[src/sv/cbm_pkg.sv]
`timescale 1ns / 1ps
// ----------------------------------------------------------------------------
// Bank mapper package
// Shared constants, codes and the decode bundle for the cartridge mapper.
// ----------------------------------------------------------------------------
package cbm_pkg;

    localparam int SYS_RAM_BYTES  = 8192;
    localparam int PAGE_BYTES     = 16384;
    localparam int CART_RAM_BANKS = 2;
    localparam int ROM_ADDR_BITS  = 20;

    localparam int SYS_IDX_W  = $clog2(SYS_RAM_BYTES);
    localparam int PAGE_BITS  = $clog2(PAGE_BYTES);
    localparam int CART_RAM_BYTES = CART_RAM_BANKS * PAGE_BYTES;
    localparam int CART_IDX_W = $clog2(CART_RAM_BYTES);

    localparam int ADDR_W     = 16;
    localparam int DATA_W     = 8;
    localparam int ROM_ADDR_W = 20;
    localparam int PAGE_NUM_W = ROM_ADDR_W - PAGE_BITS;

    localparam logic [ROM_ADDR_W-1:0] ROM_ADDR_MASK =
        ROM_ADDR_W'((64'd1 << ROM_ADDR_BITS) - 64'd1);

    localparam logic [ADDR_W-1:0] UNPAGED_END = 16'h0400;
    localparam logic [ADDR_W-1:0] REG_FIRST   = 16'hFFFC;
    localparam logic [ADDR_W-1:0] REG_LAST    = 16'hFFFF;
    localparam logic [PAGE_NUM_W-1:0] MASK_BIG   = PAGE_NUM_W'(8'h3F);
    localparam logic [PAGE_NUM_W-1:0] MASK_SMALL = PAGE_NUM_W'(8'h1F);

    // Bus operation codes
    localparam logic OP_READ  = 1'b0;
    localparam logic OP_WRITE = 1'b1;

    // Mapper register selects (address bits [1:0] within 0xFFFC-0xFFFF)
    localparam logic [1:0] REG_CONTROL = 2'd0;
    localparam logic [1:0] REG_SLOT0   = 2'd1;
    localparam logic [1:0] REG_SLOT1   = 2'd2;
    localparam logic [1:0] REG_SLOT2   = 2'd3;

    // Read data source
    localparam logic [1:0] RD_NONE = 2'd0;
    localparam logic [1:0] RD_SYS  = 2'd1;
    localparam logic [1:0] RD_CART = 2'd2;

    // Configuration register indexes
    localparam logic CFG_ROM_OVER_32K = 1'b0;

    typedef struct packed {
        logic                  rom_read;
        logic [ROM_ADDR_W-1:0] rom_address;
        logic                  sys_we;
        logic                  cart_we;
        logic [1:0]            rd_sel;
        logic                  reg_we;
        logic [1:0]            reg_sel;
        logic [SYS_IDX_W-1:0]  sys_idx;
        logic [CART_IDX_W-1:0] cart_idx;
    } cbm_decode_t;

endpackage

[src/sv/cbm_decode.sv]
`timescale 1ns / 1ps
// ----------------------------------------------------------------------------
// Bank mapper address decode
// Splits one bus access into ROM address, RAM strobes and register writes.
// ----------------------------------------------------------------------------
module cbm_decode
(
    input  logic                          op,
    input  logic [cbm_pkg::ADDR_W-1:0]    address,
    input  logic [7:0]                    ram_control,
    input  logic [7:0]                    slot0_page,
    input  logic [7:0]                    slot1_page,
    input  logic [7:0]                    slot2_page,
    input  logic                          rom_over_32k,
    output cbm_pkg::cbm_decode_t          dec
);
    import cbm_pkg::*;

    logic [1:0]            slot;
    logic [7:0]            page;
    logic [PAGE_NUM_W-1:0] mask;
    logic [ROM_ADDR_W-1:0] paged_addr;
    logic [ROM_ADDR_W-1:0] flat_addr;
    logic                  cart_en;
    logic                  is_write;

    assign slot     = address[ADDR_W-1 -: 2];
    assign cart_en  = ram_control[3];
    assign is_write = (op == OP_WRITE);
    assign mask     = rom_over_32k ? MASK_BIG : MASK_SMALL;

    always_comb
    begin
        case (slot)
            2'd0:    page = slot0_page;
            2'd1:    page = slot1_page;
            default: page = slot2_page;
        endcase
    end

    assign paged_addr = {page[PAGE_NUM_W-1:0] & mask, address[PAGE_BITS-1:0]} & ROM_ADDR_MASK;
    assign flat_addr  = ROM_ADDR_W'(address) & ROM_ADDR_MASK;

    always_comb
    begin
        dec          = '0;
        dec.sys_idx  = address[SYS_IDX_W-1:0];
        dec.cart_idx = (CART_IDX_W'(ram_control[2]) << PAGE_BITS)
                     | CART_IDX_W'(address[PAGE_BITS-1:0]);
        dec.reg_sel  = address[1:0];
        dec.rd_sel   = RD_NONE;

        if (is_write)
        begin
            if (slot == 2'd3)
            begin
                dec.sys_we = 1'b1;
                dec.reg_we = (address >= REG_FIRST) && (address <= REG_LAST);
            end
            else if (slot == 2'd2)
            begin
                dec.cart_we = cart_en;
            end
        end
        else
        begin
            if (address < UNPAGED_END)
            begin
                dec.rom_read    = 1'b1;
                dec.rom_address = flat_addr;
            end
            else if (slot == 2'd3)
            begin
                dec.rd_sel = RD_SYS;
            end
            else if (slot == 2'd2 && cart_en)
            begin
                dec.rd_sel = RD_CART;
            end
            else
            begin
                dec.rom_read    = 1'b1;
                dec.rom_address = paged_addr;
            end
        end
    end

endmodule

[config.mk]
export PLATFORM = sky130hd
export DESIGN_NAME = cbm_decode
export DESIGN_NICKNAME = d
export VERILOG_FILES = /design/src/sv/cbm_pkg.sv /design/src/sv/cbm_decode.sv
export SDC_FILE = /design/constraint.sdc
export NUM_CORES = 1
export LEC_CHECK = 0
export BUFFER_PORTS_ARGS = -buffer_cell sky130_fd_sc_hd__buf_2
export CAP_MARGIN = 20
export CORE_MARGIN = 10
export CORE_UTILIZATION = 30
export DETAILED_ROUTE_END_ITERATION = 6
export PLACE_DENSITY = 0.89
export SLEW_MARGIN = 10
export SYNTH_ARGS = -nofsm -noshare
export SYNTH_HDL_FRONTEND = slang
export SYNTH_SLANG_ARGS = --single-unit
[constraint.sdc]
create_clock -name vclk -period 2.85
set_clock_uncertainty 0.15 [all_clocks]
set_input_delay 0.855 -clock vclk [all_inputs]
set_output_delay 0.855 -clock vclk [all_outputs]
set_load 0.05 [all_outputs]
==> flow_metrics.env <==
export IMPL_arrival_ns=1.86
export IMPL_syn_avg_cell_area_um2=6.75
export IMPL_wire_per_inst_um=16.1
export IMPL_ys_seq_area_share_pct=0
export IMPL_placed_cell_area_um2=962
export IMPL_outcome="finished, violations left"
export IMPL_final_cells=188
export IMPL_fin_ws_ns=-0.0103
export IMPL_ant_nets=0
export IMPL_n_clock_buffer=0
export IMPL_fp_dieW_um=64.5
export IMPL_end_kind="output port"
export IMPL_seq_cell_count=0
export IMPL_nNetsFinal=213
export IMPL_core_region_area_um2=1920
export IMPL_syn_area_um2=594
export IMPL_row_count=16
export IMPL_relSlewSlack_pct=81.8
export IMPL_hpwl_um=2470
export IMPL_worst_path_largest_cell_delay_ns=0.32
export IMPL_design_area_um2=1090
export IMPL_grt_max_degree=17
export IMPL_ios=106
export IMPL_fill_cells=188
export IMPL_irDropWorstVdd_uv=167
export IMPL_regArea_um2=0
export IMPL_period_needed_ns=2.86
export IMPL_yosys_area_top_type="buf_4"
export IMPL_crit_slowest_cell="a211o_4"
export IMPL_place_ws_ns=-0.122
export IMPL_grt_pass1_vias=933
export IMPL_syn_inst=88
export IMPL_dp_cells=186
export IMPL_gp_congestion=0.734
export IMPL_crit_top_cell="buf_6"
export IMPL_area_delta_synth_final_pct=83.6
export IMPL_leakage_uw=0.000665
export IMPL_drc=0
export IMPL_routed_wl_um=3030
export IMPL_hold_viol_final=0
export IMPL_drv_slew=0
export IMPL_power_density_nw_per_um2=268
export IMPL_antenna_found_initial=0
export IMPL_post_route_period_util_pct=100
export IMPL_required_ns=1.85
export IMPL_grt_pass1_wl_um=4310
export IMPL_postCtsHoldBufs=0
export IMPL_vias=845
export IMPL_vias_per_cell=4.49
export IMPL_start_util_pct=30.9
export IMPL_clock_fmax_ghz=0.350
export IMPL_numPortBuffers=92
export IMPL_synth_area_top_cells="buf_4, and3_1, nand2_1"
export IMPL_setup_viol=2
export IMPL_fin_util_pct=56.8
export IMPL_drt_iter0_drc=21
export IMPL_crit_fanout=6
export IMPL_drive_gt1_share_pct=75.8
export IMPL_violations="negative setup slack"
export IMPL_rsz0062_at_grt="true"
export IMPL_finalSetupTns_ns=-0.0152
export IMPL_ys_types=23
export IMPL_drv_cap=0
export IMPL_first_pass_iters=4
export IMPL_tightest_slew_ns=0.271
export IMPL_synth_nets=138
export IMPL_grt_overflow=0
export IMPL_globalRouteTotalUtil_pct=12.1
export IMPL_multiInputGateArea_um2=398
export IMPL_cp_cell_sequence="buf_6, o21a_1, a211o_4, a211oi_2, buf_6"
export IMPL_die_h_um=64.5
export IMPL_die_area_um2=4160
export IMPL_critPathLaunchType="primary input"
export IMPL_hp_class="in2out"
export IMPL_synth_warnings=0
export IMPL_diodes=0
export IMPL_synth_top_area_share_pct=39.2
export IMPL_crit_type="in2out"
## worst paths after layout
kind                            from  endpoint  cells after the start
worst min-delay path  ram_control[2]   dec[14]                      0
worst max-delay path  ram_control[3]   dec[54]                      5
## layout by cell type (no fill, tap or decap)
| cell type | count |
|---|---|
| buf_2 | 68 |
| buf_4 | 31 |
| and3_1 | 15 |
| nand2_1 | 11 |
| clkbuf_4 | 5 |
| mux2_2 | 3 |
| a21oi_2 | 3 |
| nor2_1 | 2 |
| a21oi_1 | 2 |
| mux2_1 | 2 |
| nand4_1 | 2 |
| buf_6 | 2 |
| clkinvlp_4 | 1 |
| o21ai_1 | 1 |
| inv_2 | 1 |
| nor4b_4 | 1 |
| nor4_4 | 1 |
| o21a_1 | 1 |
| a211o_4 | 1 |
| mux2i_1 | 1 |
| o21ai_0 | 1 |
| a211oi_2 | 1 |
| and3_2 | 1 |
| nor4b_2 | 1 |
| and4_1 | 1 |
| nor3_4 | 1 |
| buf_8 | 1 |
## cells in the mapped netlist (all sizes together) (2+ instances only)
cell	n
mux2	5
nand2	11
o21ai	2
inv	2
buf	32
nand4	2
a21oi	5
and3	16
nor2	2
clkbuf	2
nor4b	2
## kinds of logic (layout without fill, tap and decap cells)
kind of cell / Yosys count / after routing / synth area share [%]
AO/OA/AOI/OAI: 10 / 10 / 10.7
buffers and inverters: 36 / 109 / 43.8
multiplexers: 6 / 6 / 11.2
AND/OR/NAND/NOR: 36 / 36 / 34.3
## cell type report
cell class	instances	share of cell area, %
inverter	2	1.03
multi-input combinational	52	36.5
tap	27	3.10
timing repair buffer	107	59.4
## metal layers
layer	wire length, µm	global-route usage (%)	up-vias
met4	0	0	0
met2	1680	24.1	45
met5	0	0	-
met1	1090	12.0	373
li1	-	-	427
met3	268	4.64	0
## critical path, delay by kind of cell
family                 cells  cell delay (ns)
AO/OA/AOI/OAI              3             0.71
buffers and inverters      2             0.28
## power by group
part	total [µW]	switching, µW	internal (µW)	leakage (µW)
logic	292	203	88.8	0.000665
clock network	0	0	0	0
registers	0	0	0	0
total	292	203	88.8	0.000665
## through the flow
step	power [µW]	hold slack, ns
floorplan	216	1.67
global placement	268	1.56
detailed placement	271	1.56
CTS	279	1.56
global route	306	1.56
finish	292	1.56
## what timing repair did
item                                   4_1_cts  5_1_grt
gates resized for setup                     13       32
buffers inserted                             0        2
setup endpoints to repair                   13       23
endpoints found under the hold margin        0        0
pin swaps                                    3        2
cloned                                       0        0
Power figures use the tool's default switching activity.
